===== src/clas_pkg.sv =====
package clas_pkg;

	// Parser phases
	localparam logic [2:0] PH_START        = 3'd0;
	localparam logic [2:0] PH_FIRST_QUOTED = 3'd1;
	localparam logic [2:0] PH_FIRST_PLAIN  = 3'd2;
	localparam logic [2:0] PH_GAP          = 3'd3;
	localparam logic [2:0] PH_ARG          = 3'd4;
	localparam logic [2:0] PH_DROP         = 3'd5;

	// Result kinds
	localparam logic [1:0] KIND_BYTE = 2'd0;
	localparam logic [1:0] KIND_END  = 2'd1;
	localparam logic [1:0] KIND_DONE = 2'd2;

	// Limits
	localparam logic [4:0] MAX_BACKSLASHES = 5'd31;
	localparam logic [8:0] MAX_ARGS        = 9'd256;

	// Characters
	localparam logic [7:0] CH_QUOTE     = 8'h22;
	localparam logic [7:0] CH_BACKSLASH = 8'h5c;
	localparam logic [7:0] CH_SPACE     = 8'h20;
	localparam logic [7:0] CH_TAB       = 8'h09;

	localparam logic [1:0] QUOTE_RUN_LIT = 2'd3;

	typedef struct packed {
		logic [2:0] phase;
		logic [1:0] quote_count;
		logic [4:0] pend_bs;
		logic       in_quote_run;
		logic [7:0] cur_arg;
		logic       ovf;
	} clas_state_t;

	localparam clas_state_t STATE_RESET = '{
		phase:        PH_START,
		quote_count:  2'd0,
		pend_bs:      5'd0,
		in_quote_run: 1'b0,
		cur_arg:      8'd0,
		ovf:          1'b0
	};

	// Results still owed for one item, in emission order:
	// held backslashes, one byte, argument end, line done
	typedef struct packed {
		logic [4:0] bs_cnt;
		logic       has_byte;
		logic [7:0] byte_val;
		logic       has_end;
		logic       has_done;
		logic [7:0] arg_idx;
		logic       ovf;
	} clas_plan_t;

endpackage


===== src/clas_parse.sv =====
module clas_parse
	import clas_pkg::*;
(
	input  clas_state_t st,
	input  logic [7:0]  ch,
	input  logic        eol,
	output clas_state_t nxt,
	output clas_plan_t  plan
);

	logic blank;
	logic drop;

	assign blank = (ch == CH_SPACE) || (ch == CH_TAB);

	// Decode one item against the current state
	always_comb begin
		nxt = st;
		plan = '0;
		drop = 1'b0;
		unique case (st.phase)
			PH_FIRST_QUOTED: begin
				if (eol) begin
					plan.has_end = 1'b1;
					plan.has_done = 1'b1;
				end else if (ch == CH_QUOTE) begin
					plan.has_end = 1'b1;
					nxt.phase = PH_GAP;
				end else begin
					plan.has_byte = 1'b1;
					plan.byte_val = ch;
				end
			end
			PH_FIRST_PLAIN: begin
				if (eol) begin
					plan.has_end = 1'b1;
					plan.has_done = 1'b1;
				end else if (blank) begin
					plan.has_end = 1'b1;
					nxt.phase = PH_GAP;
				end else begin
					plan.has_byte = 1'b1;
					plan.byte_val = ch;
				end
			end
			PH_GAP, PH_ARG, PH_DROP: begin
				if (eol) begin
					if (st.phase != PH_GAP) begin
						plan.bs_cnt = st.pend_bs;
						plan.has_end = 1'b1;
					end
					plan.has_done = 1'b1;
				end else if (!(st.phase == PH_GAP && blank)) begin
					// open a new argument out of the gap
					if (st.phase == PH_GAP) begin
						if (({1'b0, st.cur_arg} + 9'd1) < MAX_ARGS) begin
							nxt.cur_arg = st.cur_arg + 8'd1;
							nxt.phase = PH_ARG;
						end else begin
							nxt.phase = PH_DROP;
						end
						nxt.quote_count = 2'd0;
						nxt.pend_bs = 5'd0;
						nxt.in_quote_run = 1'b0;
					end
					// argument byte
					if (nxt.in_quote_run && ch == CH_QUOTE) begin
						if (nxt.quote_count + 2'd1 == QUOTE_RUN_LIT) begin
							plan.has_byte = 1'b1;
							plan.byte_val = CH_QUOTE;
							nxt.quote_count = 2'd0;
						end else begin
							nxt.quote_count = nxt.quote_count + 2'd1;
						end
					end else begin
						if (nxt.in_quote_run) begin
							nxt.in_quote_run = 1'b0;
							if (nxt.quote_count == 2'd2)
								nxt.quote_count = 2'd0;
						end
						if (blank && nxt.quote_count == 2'd0) begin
							plan.bs_cnt = nxt.pend_bs;
							plan.has_end = 1'b1;
							nxt.pend_bs = 5'd0;
							nxt.phase = PH_GAP;
						end else if (ch == CH_BACKSLASH) begin
							if (nxt.pend_bs < MAX_BACKSLASHES)
								nxt.pend_bs = nxt.pend_bs + 5'd1;
							else
								nxt.ovf = 1'b1;
						end else if (ch == CH_QUOTE) begin
							plan.bs_cnt = {1'b0, nxt.pend_bs[4:1]};
							if (nxt.pend_bs[0]) begin
								plan.has_byte = 1'b1;
								plan.byte_val = CH_QUOTE;
							end else begin
								nxt.quote_count = nxt.quote_count + 2'd1;
							end
							nxt.pend_bs = 5'd0;
							nxt.in_quote_run = 1'b1;
						end else begin
							plan.bs_cnt = nxt.pend_bs;
							plan.has_byte = 1'b1;
							plan.byte_val = ch;
							nxt.pend_bs = 5'd0;
						end
					end
				end
				// arguments past the limit are parsed but give no bytes or ends
				drop = (st.phase == PH_DROP) ||
					(st.phase == PH_GAP && nxt.phase == PH_DROP);
			end
			default: begin
				if (eol) begin
					plan.has_end = 1'b1;
					plan.has_done = 1'b1;
				end else if (ch == CH_QUOTE) begin
					nxt.phase = PH_FIRST_QUOTED;
				end else if (blank) begin
					plan.has_end = 1'b1;
					nxt.phase = PH_GAP;
				end else begin
					plan.has_byte = 1'b1;
					plan.byte_val = ch;
					nxt.phase = PH_FIRST_PLAIN;
				end
			end
		endcase

		// drop argument output beyond the limit
		if (drop) begin
			plan.bs_cnt = 5'd0;
			plan.has_byte = 1'b0;
			plan.has_end = 1'b0;
		end

		plan.arg_idx = nxt.cur_arg;
		plan.ovf = nxt.ovf;

		// line done returns all state to reset
		if (plan.has_done)
			nxt = STATE_RESET;
	end

endmodule


===== src/command_line_argument_splitter.sv =====
// Splits a command line, fed as one byte per item with a final end-of-line item
// (s_tuser high), into arguments by the usual command-line-to-argv rules. Each
// item yields zero or more results: argument bytes, argument ends, and at end of
// line a done result carrying the argument count; m_tlast marks the last result
// of an item. Items that yield one result stream at one per cycle while m_tready
// is high. An item that yields several results holds the input until its last
// result is sent, because a single output port drains the held backslash run
// (up to 31 bytes) plus byte, end and done results one per cycle while m_tready
// is high; held backslashes and blanks between arguments produce nothing.
module command_line_argument_splitter
	import clas_pkg::*;
(
	input  logic        clk,
	input  logic        arst_n,
	input  logic        s_tvalid,
	output logic        s_tready,
	input  logic [7:0]  s_tdata,   // [7:0] ch
	input  logic        s_tuser,   // [0] end_of_line
	output logic        m_tvalid,
	input  logic        m_tready,
	output logic [31:0] m_tdata,   // [7:0] out_byte, [15:8] arg_index,
	                               // [24:16] arg_count, [25] overflow, rest zero
	output logic [1:0]  m_tuser,   // [1:0] kind
	output logic        m_tlast    // last_of_run
);

	clas_state_t state_q;
	clas_state_t state_nxt;
	clas_plan_t  new_plan;
	clas_plan_t  plan_s1;
	clas_plan_t  plan_rest;
	logic        plan_vld_s1;
	logic        new_has;
	logic        pop;
	logic        pop_last;
	logic        accept;

	logic [1:0]  head_kind;
	logic [7:0]  head_byte;
	logic [7:0]  head_idx;
	logic [8:0]  head_cnt;

	logic        m_tvalid_q;
	logic [31:0] m_tdata_q;
	logic [1:0]  m_tuser_q;
	logic        m_tlast_q;

	clas_parse u_parse (
		.st   (state_q),
		.ch   (s_tdata),
		.eol  (s_tuser),
		.nxt  (state_nxt),
		.plan (new_plan)
	);

	assign new_has = (new_plan.bs_cnt != 5'd0) || new_plan.has_byte ||
		new_plan.has_end || new_plan.has_done;

	// Pick the next result of the held plan
	always_comb begin
		plan_rest = plan_s1;
		head_byte = 8'd0;
		head_idx  = plan_s1.arg_idx;
		head_cnt  = 9'd0;
		priority if (plan_s1.bs_cnt != 5'd0) begin
			head_kind = KIND_BYTE;
			head_byte = CH_BACKSLASH;
			plan_rest.bs_cnt = plan_s1.bs_cnt - 5'd1;
		end else if (plan_s1.has_byte) begin
			head_kind = KIND_BYTE;
			head_byte = plan_s1.byte_val;
			plan_rest.has_byte = 1'b0;
		end else if (plan_s1.has_end) begin
			head_kind = KIND_END;
			plan_rest.has_end = 1'b0;
		end else begin
			head_kind = KIND_DONE;
			head_idx  = 8'd0;
			head_cnt  = {1'b0, plan_s1.arg_idx} + 9'd1;
			plan_rest.has_done = 1'b0;
		end
	end

	assign pop_last = (plan_rest.bs_cnt == 5'd0) && !plan_rest.has_byte &&
		!plan_rest.has_end && !plan_rest.has_done;
	assign pop      = plan_vld_s1 && (!m_tvalid_q || m_tready);
	assign s_tready = !plan_vld_s1 || (pop && pop_last);
	assign accept   = s_tvalid && s_tready;

	// Advance parser state on every accepted item
	always_ff @(posedge clk or negedge arst_n) begin
		if (!arst_n) begin
			state_q <= STATE_RESET;
		end else if (accept) begin
			state_q <= state_nxt;
		end
	end

	// Hold the plan valid flag
	always_ff @(posedge clk or negedge arst_n) begin
		if (!arst_n) begin
			plan_vld_s1 <= 1'b0;
		end else if (accept && new_has) begin
			plan_vld_s1 <= 1'b1;
		end else if (pop && pop_last) begin
			plan_vld_s1 <= 1'b0;
		end
	end

	// Load a new plan or consume one result of it
	always_ff @(posedge clk) begin
		if (accept && new_has) begin
			plan_s1 <= new_plan;
		end else if (pop) begin
			plan_s1 <= plan_rest;
		end
	end

	// Output valid
	always_ff @(posedge clk or negedge arst_n) begin
		if (!arst_n) begin
			m_tvalid_q <= 1'b0;
		end else if (pop) begin
			m_tvalid_q <= 1'b1;
		end else if (m_tready) begin
			m_tvalid_q <= 1'b0;
		end
	end

	// Output payload
	always_ff @(posedge clk) begin
		if (pop) begin
			m_tuser_q <= head_kind;
			m_tlast_q <= pop_last;
			m_tdata_q <= {6'd0, plan_s1.ovf, head_cnt, head_idx, head_byte};
		end
	end

	assign m_tvalid = m_tvalid_q;
	assign m_tdata  = m_tdata_q;
	assign m_tuser  = m_tuser_q;
	assign m_tlast  = m_tlast_q;

endmodule

===== config.mk =====
export PLATFORM = sky130hd
export DESIGN_NAME = command_line_argument_splitter
export DESIGN_NICKNAME = d
export VERILOG_FILES = /design/src/clas_pkg.sv /design/src/clas_parse.sv /design/src/command_line_argument_splitter.sv
export SDC_FILE = /design/constraint.sdc
export NUM_CORES = 1
export LEC_CHECK = 0
export ABC_AREA = 1
export CORE_MARGIN = 3
export CORE_UTILIZATION = 30
export CTS_CLUSTER_SIZE = 25
export DETAILED_ROUTE_END_ITERATION = 6
export DONT_BUFFER_PORTS = 1
export PLACE_DENSITY = 0.44
export RECOVER_POWER = 50
export SYNTH_ARGS = -nofsm -noshare
export SYNTH_HDL_FRONTEND = slang
export SYNTH_HIERARCHICAL = 1
export SYNTH_SLANG_ARGS = --single-unit

===== constraint.sdc =====
create_clock -name clk -period 3.9 [get_ports clk]
set_input_delay 0.195 -clock clk [delete_from_list [all_inputs] [get_ports clk]]
set_output_delay 0.195 -clock clk [all_outputs]
set_load 0.01 [all_outputs]

# Word-level counts from Yosys, hierarchy flattened
# Cells that the tools add are included.
dict set report totals {
  register_bits 76
  out_inout_bits 37
  wordCells 180
}
dict set report op_classes {
  n_addsub 7
  magnitude_cmp 2
  eq_ne 20
  mux 92
  n_bitwise 1
  reduce_logical 37
}
# operator count
set ops {}
lappend ops {{$mux W9} 10}
lappend ops {{$mux W20} 4}
lappend ops {{$mux W19} 4}
lappend ops {{$mux W25} 2}
lappend ops {{$mux W5} 9}
lappend ops {{$pmux W11 S3} 1}
lappend ops {{$mux W8} 4}
lappend ops {{$mux W2} 15}
lappend ops {{$mux W14} 2}
lappend ops {{$mux W1} 26}
lappend ops {{$mux W3} 8}
lappend ops {{$add A8 B1 Y9 const B} 2}
lappend ops {{$mux W17} 1}
lappend ops {{$eq A8 B6 Y1 const B} 2}
lappend ops {{$mux W15} 1}
lappend ops {{$mux W6} 2}
lappend ops {{$logic_and A1 B1 Y1} 11}
lappend ops {{$mux W10} 1}
lappend ops {{$reduce_bool A5 Y1} 2}
lappend ops {{$eq A3 B3 Y1 const B} 3}
lappend ops {{$lt A9 B9 Y1 const B} 1}
lappend ops {{$ne A3 B2 Y1 const B} 3}
lappend ops {{$pmux W3 S3} 1}
lappend ops {{$add A8 B1 Y8 const B} 1}
lappend ops {{24 further kinds} 43}

# Longest topological paths before layout
# Gate-level depths: netlist (run 1).
dict set report depth {
  word_depth 34
  mapped_depth 17
}

# Hierarchy
# Netlist (run 1), hierarchy kept.
# mod instances cells_per_inst area_each_um2 seq_area_each_um2
set by_module_without_submodules {}
lappend by_module_without_submodules {command_line_argument_splitter 1 339 3392.0 2172.1}
lappend by_module_without_submodules {clas_parse 1 326 1652.8 0.0}

# Worst setup path after synthesis (run 1)
# OpenSTA, ideal clock, no wires.
dict set report synth_path {
  path_type {register to register}
  from {reg state_q[18] (netlist name)}
  to {reg plan_s1, in the netlist plan_rest[0], enable pin}
  setup_time_ns 0.369
  arrival_ns 2.578
  path_slack_ns 0.954
  stages_incl_launch_ff 16
  path_buffers 1
  cell_sequence {dfrtp_1 nand3_2 clkinv_4 a211oi_1 inv_1 ha_1 nand2_1 nand3_1 nand4_1 nand2_2 nor2_1 nor4_1 nand2_1 nand3_4 buf_6 inv_1}
}
# item line
set synth_lines {}
lappend synth_lines {{start, declared} command_line_argument_splitter.sv:27} ;# clas_state_t state_q;
lappend synth_lines {{start signal, assigned} command_line_argument_splitter.sv:95} ;# state_q <= state_nxt;
lappend synth_lines {{end signal, assigned} command_line_argument_splitter.sv:113} ;# plan_s1 <= new_plan;
lappend synth_lines {{end signal, assigned} command_line_argument_splitter.sv:115} ;# plan_s1 <= plan_rest;
lappend synth_lines {{end, declared} command_line_argument_splitter.sv:30} ;# clas_plan_t plan_s1;

# Worst setup path in the final report (run 1)
dict set report layout_path {
  from {reg plan_s1[20] (netlist name)}
  to {reg plan_s1[10] (netlist name), enable pin}
}
dict set report layout_between {
  elab_chain_cells 11
}
# item line
set layout_lines {}
lappend layout_lines {{$sub A5 B1 Y5 or $reduce_bool A5 Y1 (tied branches)} {command_line_argument_splitter.sv:68, command_line_argument_splitter.sv:65}}
lappend layout_lines {{$mux W5 or $mux W1 (tied branches)} command_line_argument_splitter.sv:65} ;# priority if (plan_s1.bs_cnt != 5'd0) begin
lappend layout_lines {{$logic_not A5 Y1 or $logic_not A1 Y1 (tied branches)} command_line_argument_splitter.sv:84} ;# assign pop_last = (plan_rest.bs_cnt == 5'd0) && !plan_rest.has_byte &&
lappend layout_lines {{$logic_and A1 B1 Y1 (2 in series)} command_line_argument_splitter.sv:84}
lappend layout_lines {{$logic_and A1 B1 Y1 (*)} command_line_argument_splitter.sv:85} ;# !plan_rest.has_end && !plan_rest.has_done;
lappend layout_lines {{$logic_and A1 B1 Y1 (*)} command_line_argument_splitter.sv:87} ;# assign s_tready = !plan_vld_s1 || (pop && pop_last);
lappend layout_lines {{$logic_or A1 B1 Y1 (*)} command_line_argument_splitter.sv:87}
lappend layout_lines {{$logic_and A1 B1 Y1 (*)} command_line_argument_splitter.sv:88} ;# assign accept = s_tvalid && s_tready;
lappend layout_lines {{$logic_and A1 B1 Y1 (*)} command_line_argument_splitter.sv:112} ;# if (accept && new_has) begin
lappend layout_lines {{$reduce_bool A2 Y1 (no source line) (*)} --}
# Mark *: on every way between the ends. The rest lies on a longest branch, timed or not.
# A chain may end at the register's enable or synchronous reset.

==> summary.md, run 1 <==
| Metric | Value |
|---|---|
| Die extent in x | `136 um` |
| Mapped Cells | `665` |
| Area share of the largest cell type after synthesis | `0.321` |
| Area leader, netlist | `edfxtp_1` |
| Gp weighted congestion | `0.843` |
| CTS H-tree lvls | `3` |
| Max Fclk | `~310 MHz` |
| MaxCap Viol Count | `0` |
| CTS resizes | `0` |
| Detail Route Antenna Nets | `0` |
| TritonCTS clock tree | `yes` |
| Dominant cells by area after synthesis | `edfxtp_1 (32%), nand2_1 (14%), dfrtp_1 (11%)` |
| DRC Markers | `0` |
| Worst min-delay path category | `input port to flop` |
| Status | `finished clean` |
| WP data required | `3.90 ns` |
| Largest net degree at the start of global routing | `30` |
| GRT Total Usage | `0.147` |
| Final Max Slew Viols | `0` |
| Max-slew headroom | `0.291` |
| VDD IR-drop max | `approximately 0.00024 V` |
| Largest stage delay on the critical path | `0.39 ns` |
| DR iter-0 viols | `317` |
| Syn Area/Cell | `around 7.6 um2` |
| Num rows | `46` |
| Distinct cell type count after synthesis | `42` |
| DR WL/cell | `14.1 um` |
| Final hold vios | `0` |
| CP max FO | `19` |
| Pwr Total | `3.08 mW` |
| Clk sinks | `76` |
| Via density | `4.70` |
| DIE AREA | `0.0184 mm2` |
| Yosys reg bits | `76` |
| Vias in the first global route | `4110` |
| Initial antenna violation count | `0` |
| # hold bufs at CTS | `3` |
| Detail Placement HPWL | `between 9000 and 10000 um` |
| # nets final | `a little under 700` |
| Final setup fails | `0` |
| CTS Buf Count | `9` |
| Synth Cell Area | `0.00504 mm2` |
| CP endpoint kind | `flop` |
| Critical path's top delay family | `simple AND/OR/NAND/NOR gates` |
| Area growth, synth to finish | `9.57%` |
| Synth async-reset ratio | `0.289` |
| CP Launch Type | `flop` |
| Pwr dens | `557 mW/mm2` |
| Post-synth EDFFs | `between 50 and 60` |
| First-pass GRT wire length | `21300 um` |
| Final Critical Period | `between 3 and 4 ns` |
| Clock root buffer | `clkbuf_16` |
| Setup bufs post-CTS | `0` |
| Via Count | `4153` |
| GRT overflow | `0` |
| Sequential share of the synthesized area | `0.431` |
| Leakage | `2.53 nW` |
| Dominant synthesized flop cell | `edfxtp_1` |
| Layout cells sized above 1 | `0.112` |
| Critical Path AT | `3.19 ns` |
| Core ar. | `roughly 0.016 mm2` |
| Die Height | `around 140 um` |
| CP cell instances | `inv_1, ha_1, nand3_1, nor2_4, nor2_1, nor2_1, nand3_1, nand2_2, nand3_4, nand2_1` |
| CP max-delay cell | `edfxtp_1` |
| Worst-margin pin slew | `approximately 1.1 ns` |
| WP buf/inv | `1` |
| Critical setup path kind | `flop to flop` |
| Initial Util | `0.312` |
| YS warnings | `6` |
| Most frequent cell after synthesis | `nand2_1` |
| Worst-skew pair later-pin latency | `approximately 0.34 ns` |
| Setup total negative slack | `0 ns` |
| Port bufs | `0` |
| Antenna cells | `0` |
| Post-Route WL | `between 10000 and 15000 um` |
| Reg clk slew, reported paths | `0.06 ns` |
| Iteration count of the initial detailed-routing pass | `4` |
| Max clock buf depth | `2` |
| Final Skew | `about 0.0078 ns` |
| Synth cell count leaders | `nand2_1 (182), inv_1 (97), nor2_1 (67), nand3_1 (64), edfxtp_1 (54)` |
| RSZ-0062 raised after global routing | `no` |
| Ports | `50` |
| Crit share post-route | `0.817` |
==> placed cells by master (no fill, tap or decap), types with 9 or more instances in the layout <==
cell type  count
edfxtp_1      54
nand4_1       26
nor2_2        24
nand2_1      182
nor2_1        67
dfrtp_1       22
clkbuf_16      9
a21oi_1       15
inv_1         97
nand3_1       65
==> worst register-to-register path: cells and delay by family (launching register included) <==
kind,cells,cell delay [ns]
adders and majority gates,1,0.29
DFF,1,0.39
buffers and inverters,1,0.13
and+or+nand+nor,8,2.05
==> routing by layer <==
| metal | vias to the layer above | wire [um] | global-route usage |
|---|---|---|---|
| met2 | 96 | 6100 | 0.249 |
| met5 | - | 0 | 0 |
| met1 | 1909 | 5730 | 0.186 |
| met3 | 17 | 448 | 0.0312 |
| li1 | 2131 | - | - |
| met4 | 0 | 204 | 0.0510 |
==> final cells by class <==
type / instances / area (um2)
inverters: 106 / 403
clock inverters: 5 / 77.6
fillers: 1738 / 10600
repair buffers: 9 / 75.1
multi-input cells: 462 / 2300
flip-flops and latches: 76 / 2170
well taps: 216 / 270
clock buffers: 9 / 225
==> registers in the layout, indices dropped and copies added, names as in the netlist <==
signal       cells
m_tlast          1
m_tuser          2
m_tvalid         1
m_tdata         26
plan_rest       17
plan_s1          8
plan_vld_s1      1
state_q         20
==> logic make-up (layout without fill, tap and decap cells) <==
kind of cell / count (synthesis) / count (layout) / share of synthesized area
other: 1 / 6 / 0.000743
AND/OR/NAND/NOR: 406 / 406 / 0.387
flip-flops: 76 / 76 / 0.431
buffers and inverters: 132 / 129 / 0.114
AO/OA/AOI/OAI: 37 / 37 / 0.0414
adder cells (fa/ha/maj): 5 / 5 / 0.0124
XOR/XNOR: 8 / 8 / 0.0139
==> where the power goes <==
group	switching, mW	leakage (nW)	internal, mW
sequential	0.170	0.823	1.12
clock	0.323	0.149	0.552
combinational	0.643	1.56	0.272
total	1.14	2.53	1.94
==> final timing paths <==
check                                  startpoint                       to  slack (ns)  cells past startpoint
max in group asynchronous                  arst_n   state_q[4]$_DFFE_PN0P_        2.76                      1
max                         plan_s1[20]$_DFFE_PP_    plan_s1[10]$_DFFE_PP_        0.71                     10
max reg2reg                 plan_s1[20]$_DFFE_PP_    plan_s1[10]$_DFFE_PP_        0.71                     10
min in group asynchronous                  arst_n  state_q[10]$_DFFE_PN0P_        0.50                      1
min                                      s_tvalid   state_q[7]$_DFFE_PN0P_        0.02                      2
min reg2reg                plan_rest[0]$_DFFE_PP_    m_tdata[25]$_DFFE_PP_        0.43                      0
==> stage by stage <==
stage                     hold slack [ns]  area (um2)   util  setup WS, ns  std cells
after CTS                        0.000955        5540  0.343         0.754        883
after floorplan                    -0.101        5060      -         0.954        670
after detailed placement          -0.0994        5210  0.322         0.771        866
after global placement            -0.0997        5210  0.322         0.907        866
final                              0.0157        5530  0.342         0.712        883
after global routing               0.0165        5530  0.342         0.361        883
No activity file was read; power rests on OpenSTA's default activity.
==> inputs of run 2 (changes only) <==
--- a/config.mk
+++ b/config.mk
@@ -5,7 +5,7 @@
 export SDC_FILE = /design/constraint.sdc
 export NUM_CORES = 1
 export LEC_CHECK = 0
-export ABC_AREA = 1
+export ABC_AREA = 0
 export CORE_MARGIN = 3
 export CORE_UTILIZATION = 30
 export CTS_CLUSTER_SIZE = 25
==> constraint.sdc (replaced) <==
create_clock -name clk -period 3.15 [get_ports clk]
set_input_delay 0.1575 -clock clk [delete_from_list [all_inputs] [get_ports clk]]
set_output_delay 0.1575 -clock clk [all_outputs]
set_load 0.01 [all_outputs]
==> run 2 against run 1 <==
The flow now finishes with violations (max-capacitance violations, max-slew violations). Register-to-register slack got worse by 0.44 ns. Via count shrank 20%. Synthesized cell count shrank 31%. Setup slack got worse by 0.56 ns. Critical path type is now flop to output pin.
==> summary.md, run 2 <==
| Metric | Value |
|---|---|
| Initial Util | `0.311` |
| Final Max Slew Viols | `30` |
| DIE AREA | `roughly 0.018 mm2` |
| CTS Buf Count | `9` |
| Detail Route Antenna Nets | `0` |
| Antenna cells | `0` |
| CP cell instances | `inv_1, ha_1, or3b_1, a211oi_2, o211ai_1, o21ai_0` |
| Status | `finished with violations` |
| RSZ-0062 raised after global routing | `no` |
| Final Cell Area | `0.00530 mm2` |
| Top Layer Used | `met4` |
| DR iter-0 viols | `179` |
| Critical Path AT | `2.84 ns` |
| CP max FO | `6` |
| CP max-delay cell | `o21ai_0` |
| Clock root buffer | `clkbuf_16` |
| Final hold vios | `0` |
| First-pass GRT wire length | `17400 um` |
| Hold Path Stages | `2` |
| Hold Worst Slack | `0.0287 ns` |
| Final Critical Period | `3.00 ns` |
| Post-DP Area | `0.00500 mm2` |
| Max clock buf depth | `2` |
| Yosys reg bits | `76` |
| Commonest non-fill, non-tap cell in the layout | `edfxtp_1` |
| Met1 wire length | `5360 um` |
| Die Height | `133 um` |
| WHS Endpoint | `plan_vld_s1$_DFFE_PN0P_` |
| Port bufs | `0` |
| Post-synth EDFFs | `54` |
| Clk sinks | `76` |
| Reg2Reg Launch Point | `state_q[2]$_DFFE_PN0P_` |
| Distinct cell type count after synthesis | `between 70 and 80` |
| Synth async-reset ratio | `0.289` |
| Mapped Cells | `460` |
| Final setup fails | `0` |
| Pwr dens | `478 mW/mm2` |
| Max Fclk | `334 MHz` |
| Violated checks | `max-capacitance violations, max-slew violations` |
| Dominant synthesized flop cell | `edfxtp_1` |
| Final Skew | `0.00696 ns` |
| Num rows | `45` |
| Ports | `50` |
| Reg2reg end | `plan_s1[22]$_DFFE_PP_` |
| Iteration count of the initial detailed-routing pass | `5` |
| DRC Markers | `0` |
| Setup bufs post-CTS | `0` |
| Reg2reg path depth | `12` |
| Via Count | `approximately 3300` |
| Max reg flops | `26` |
| Layout cells sized above 1 | `0.176` |
| Hold Path Origin | `s_tvalid` |
| MaxCap Viol Count | `1` |
| CP endpoint kind | `output pin` |
| Initial antenna violation count | `0` |
| TritonCTS clock tree | `yes` |
| Largest stage delay on the critical path | `0.64 ns` |
| GRT overflow | `0` |
| Synth cell count leaders | `edfxtp_1 (54), and2_1 (40), nand2_1 (37), nor2_1 (37), dfrtp_1 (22)` |
| Pwr Total | `approximately 2.5 mW` |
| Area leader, netlist | `edfxtp_1` |
| Area growth, synth to finish | `9.86%` |
| Via density | `a little under 5` |
| Vias in the first global route | `3238` |
| Gp weighted congestion | `0.838` |
| Synth Cell Area | `slightly below 0.005 mm2` |
| Largest net degree at the start of global routing | `30` |
| CP Launch Type | `flop` |
| Most frequent cell after synthesis | `edfxtp_1` |
| Crit share post-route | `0.951` |
| Die extent in x | `133 um` |
| WP data required | `around 3.0 ns` |
| CTS H-tree lvls | `3` |
| Post-Route WL | `about 11000 um` |
| Worst-skew pair later-pin latency | `0.34 ns` |
| Worst min-delay path category | `input port to flop` |
| # nets final | `479` |
| GRT Total Usage | `0.123` |
| Met3 WL post-DR | `just over 400 um` |
| YS warnings | `6` |
| Core ar. | `~0.015 mm2` |
| Met2 wire length | `4620 um` |
| Max-slew headroom | `-0.0227` |
| Reg-to-reg slack, setup | `between 0.2 and 0.3 ns` |
| Critical setup path kind | `flop to output pin` |
| Setup total negative slack | `0 ns` |
| Commonest non-fill, non-tap cells in the layout | `edfxtp_1 (54), and2_1 (40), nand2_1 (37)` |
| Leakage | `1.96 nW` |
| Syn Area/Cell | `10.5 um2` |
| Reg clk slew, reported paths | `0.06 ns` |
| Worst-margin pin slew | `between 1.5 and 2 ns` |
| Area share of the largest cell type after synthesis | `0.336` |
| Sequential share of the synthesized area | `0.451` |
| Dominant cells by area after synthesis | `edfxtp_1 (34%), dfrtp_1 (11%), and2_1 (5.2%)` |
| DR WL/cell | `15.5 um` |
| VDD IR-drop max | `0.000310 V` |
| Detail Placement HPWL | `7460 um` |
## run 2: changes by cell type after synthesis, moves of 8 or more
| cell | before | now |
|---|---|---|
| nand3_1 | 64 | 16 |
| and2_1 | 1 | 40 |
| nand4_1 | 26 | 2 |
| xnor2_1 | 1 | 11 |
| o22ai_1 | 1 | 9 |
| nor2_2 | 24 | 0 |
| nor2_1 | 67 | 37 |
| mux2i_1 | 0 | 8 |
| inv_1 | 97 | 18 |
| mux2_4 | 0 | 12 |
| nand2_1 | 182 | 37 |
| mux2_2 | 0 | 10 |
## run 2: layer usage
metal,vias to the layer above,global-route usage
li1,1665,-
met1,1574,0.173
met2,79,0.180
met3,10,0.0365
met4,0,0.0398
met5,-,0
## run 2: logic make-up (layout without fill, tap and decap cells)
group	count (synthesis)	in the layout	synth area share
xor+xnor	17	17	0.0309
fa+ha+maj	5	5	0.0130
mux	30	30	0.0773
other cells	1	6	0.000778
buf+inv	50	51	0.0584
simple gates	201	201	0.250
flops	76	76	0.451
compound gates	80	80	0.119
## run 2: what timing repair did
| item | CTS | global route |
|---|---|---|
| setup endpoints to repair | 0 | 27 |
| resized for setup | 0 | 2 |
| hold buffers | 2 | 0 |
| hold endpoints to repair | 22 | 0 |
## run 2: critical path, delay by kind of cell, from the launching register on
kind            cells  cell delay [ns]
compound gates      3             1.16
simple gates        1             0.49
flops               1             0.48
fa+ha+maj           1             0.23
buf+inv             1             0.13
## run 2: where the power goes
| group | total [mW] | switching (mW) | leakage [nW] | internal (mW) |
|---|---|---|---|---|
| registers | 1.26 | 0.0870 | 0.811 | 1.17 |
| logic | 0.305 | 0.171 | 1.02 | 0.134 |
| clock network | 0.974 | 0.438 | 0.130 | 0.536 |
## run 2: cell type report
class                           instances  area [um2]
Timing Repair Buffer                   17         123
Fill cell                            1583       10200
Sequential cell                        76        2170
Clock inverter                          7        50.0
Multi-Input combinational cell        339        2390
Inverter                               18        67.6
Tap cell                              211         264
Clock buffer                            9         225
## run 2: worst max-delay path by stage
stage,startpoint,end,slack [ns],depth (start not counted)
floorplan,state_q[19]$_DFFE_PN0P_,plan_s1[23]$_DFFE_PP_,0.13,14
global placement,state_q[1]$_DFFE_PN0P_,plan_s1[20]$_DFFE_PP_,0.32,11
detailed placement,state_q[1]$_DFFE_PN0P_,plan_s1[22]$_DFFE_PP_,0.22,12
CTS,plan_s1[20]$_DFFE_PP_,s_tready,0.18,6
global route,state_q[18]$_DFFE_PN0P_,plan_s1[22]$_DFFE_PP_,0.002,13
finish,plan_s1[20]$_DFFE_PP_,s_tready,0.15,6
## run 2: stage by stage
step | cells | setup WS (ns) | utilization
after floorplan | 465 | 0.131 | -
after global placement | 659 | 0.317 | 0.323
after detailed placement | 659 | 0.218 | 0.323
after CTS | 677 | 0.175 | 0.343
after global routing | 677 | 0.00181 | 0.342
final | 677 | 0.153 | 0.342
==> inputs of run 3 (changes only) <==
--- a/config.mk
+++ b/config.mk
@@ -13,6 +13,8 @@
 export DONT_BUFFER_PORTS = 1
 export PLACE_DENSITY = 0.44
 export RECOVER_POWER = 50
+export REMOVE_ABC_BUFFERS = 1
+export SLEW_MARGIN = 15
 export SYNTH_ARGS = -nofsm -noshare
 export SYNTH_HDL_FRONTEND = slang
 export SYNTH_HIERARCHICAL = 1
==> run 3 against run 2 <==
The flow still finishes with violations (max-capacitance violations, max-slew violations). Core utilization grew 0.065 points. Fmax grew 1.0%. Clock-buffer cell count is the same. Final cell count is the same. Design area grew 0.19%. Via count grew 0.78%. Register-to-register slack lost 0.09 ns. Sequential power is essentially flat. Clock power is essentially flat. Critical path type is now flop to flop. Largest cell class unchanged.
==> summary.md, run 3 (synthesized netlist as in run 2, its figures left out) <==
| Metric | Value |
|---|---|
| Status | `finished with violations` |
| Violated checks | `max-capacitance violations, max-slew violations` |
| Antenna cells | `0` |
| DIE AREA | `between 0.015 and 0.02 mm2` |
| CTS H-tree lvls | `3` |
| Final Skew | `between 0.01 and 0.015 ns` |
| # nets final | `479` |
| Crit share post-route | `0.942` |
| Pre-CTS WS | `0.236 ns` |
| VDD IR-drop max | `0.000247 V` |
| Detail Route Antenna Nets | `0` |
| Layout cells sized above 1 | `0.174` |
| MaxCap Viol Count | `1` |
| Largest net degree at the start of global routing | `30` |
| Gp weighted congestion | `0.830` |
| RSZ-0062 raised after global routing | `no` |
| Worst-skew pair later-pin latency | `0.34 ns` |
| Max Fclk | `about 340 MHz` |
| DRC Markers | `0` |
| DR iter-0 viols | `297` |
| Leakage | `1.97 nW` |
| Critical Path End | `plan_rest[16]$_DFFE_PP_` |
| Iteration count of the initial detailed-routing pass | `5` |
| Commonest non-fill, non-tap cell in the layout | `edfxtp_1` |
| Reg-to-reg slack, setup | `approximately 0.18 ns` |
| CP cell instances | `nand2b_1, nand3_1, ha_1, o211ai_1, nand2_1, o211ai_1, and2_1, nor4_1, nand2_1, nand3_1, a21oi_2, buf_4, buf_4` |
| CP Launch Type | `flop` |
| Worst min-delay path category | `input port to flop` |
| Non-Filler Instances | `677` |
| Pwr dens | `between 400 and 500 mW/mm2` |
| Met1 wire length | `5350 um` |
| Setup WS post-layout | `0.183 ns` |
| Core ar. | `0.0155 mm2` |
| Ports | `50` |
| CTS Buf Count | `9` |
| Port bufs | `0` |
| Post-Route WL | `roughly 11000 um` |
| Dpl cells | `659` |
| GRT Total Usage | `0.123` |
| Max reg flops | `26` |
| Num rows | `45` |
| Clk sinks | `76` |
| Met3 WL post-DR | `421 um` |
| Critical Path AT | `between 3 and 4 ns` |
| DR WL/cell | `approximately 16 um` |
| Area growth, synth to finish | `10.1%` |
| Reg2reg end | `plan_rest[16]$_DFFE_PP_` |
| Detail Placement HPWL | `7480 um` |
| Met2 wire length | `4650 um` |
| Max clock buf depth | `2` |
| Setup bufs post-CTS | `0` |
| CP max-delay cell | `dfrtp_1` |
| Worst-margin pin slew | `1.51 ns` |
| Largest stage delay on the critical path | `between 0.4 and 0.5 ns` |
| Final hold vios | `0` |
| CP endpoint kind | `flop` |
| Initial antenna violation count | `0` |
| Die Height | `133 um` |
| Hold Path Stages | `2` |
| TritonCTS clock tree | `yes` |
| Reg2reg path depth | `13` |
| Die extent in x | `approximately 130 um` |
| Final Critical Period | `2.97 ns` |
| WP data required | `3.21 ns` |
| Reg clk slew, reported paths | `0.06 ns` |
| Commonest non-fill, non-tap cells in the layout | `edfxtp_1 (54), and2_1 (40), nand2_1 (37)` |
| Top Layer Used | `met4` |
| CP max FO | `21` |
| Reg2Reg Launch Point | `state_q[15]$_DFFE_PN0P_` |
| Final Max Slew Viols | `30` |
| Vias in the first global route | `3152` |
| Max-slew headroom | `-0.00916` |
| First-pass GRT wire length | `17300 um` |
| Critical setup path kind | `flop to flop` |
| Via Count | `3354` |
| Crit path from | `state_q[15]$_DFFE_PN0P_` |
| Initial Util | `0.311` |
| Final setup fails | `0` |
| GRT overflow | `0` |
| Via density | `4.95` |
| Clock root buffer | `clkbuf_16` |
run 3: worst max-delay path: cells and delay by family, from the launching register on:
family	cells	cell delay, ns
AND/OR/NAND/NOR	7	0.92
AO/OA/AOI/OAI	3	0.67
flip-flops	1	0.47
buffers and inverters	2	0.40
adder cells (fa/ha/maj)	1	0.24
run 3: area by class of cell:
type	instances	area, um2
sequential	76	2170
inverter	18	67.6
fill	1601	10200
multi-input combinational	339	2390
timing repair buffer	17	119
tap	211	264
clock buffer	9	225
clock inverter	7	65.1
run 3: worst min path at each step:
stage	startpoint	to	slack (ns)
floorplan	arst_n	m_tvalid$_DFFE_PN0P_	-0.14
global placement	arst_n	state_q[2]$_DFFE_PN0P_	-0.14
detailed placement	arst_n	state_q[0]$_DFFE_PN0P_	-0.14
CTS	s_tvalid	plan_vld_s1$_DFFE_PN0P_	0.009
global route	s_tvalid	plan_vld_s1$_DFFE_PN0P_	0.03
finish	s_tvalid	plan_vld_s1$_DFFE_PN0P_	0.03
run 3: power breakdown:
part / switching (mW) / leakage, nW / internal, mW / total (mW)
clock network: 0.452 / 0.140 / 0.553 / 1.00
registers: 0.0857 / 0.813 / 1.17 / 1.25
logic: 0.175 / 1.01 / 0.133 / 0.308
run 3: what timing repair did:
action,in CTS,in global routing
gates resized for setup,0,1
hold buffers,2,0
endpoints found under the hold margin,22,0
endpoints found under the setup margin,0,7
run 3: through the flow:
step | util | hold WS (ns) | total power [mW] | cell area [um2] | setup TNS (ns)
floorplan | - | -0.138 | 1.48 | 4630 | -15.53
global placement | 0.323 | -0.136 | 1.57 | 5000 | 0
detailed placement | 0.323 | -0.136 | 1.57 | 5000 | 0
CTS | 0.344 | 0.00932 | 2.61 | 5330 | 0
global route | 0.343 | 0.0279 | 2.70 | 5310 | 0
finish | 0.343 | 0.0327 | 2.57 | 5310 | 0
run 3: metal layers:
metal  GRT usage  vias up
li1            -     1662
met1       0.175     1601
met2       0.185       82
met3      0.0266        9
met4      0.0450        0
met5           0        -
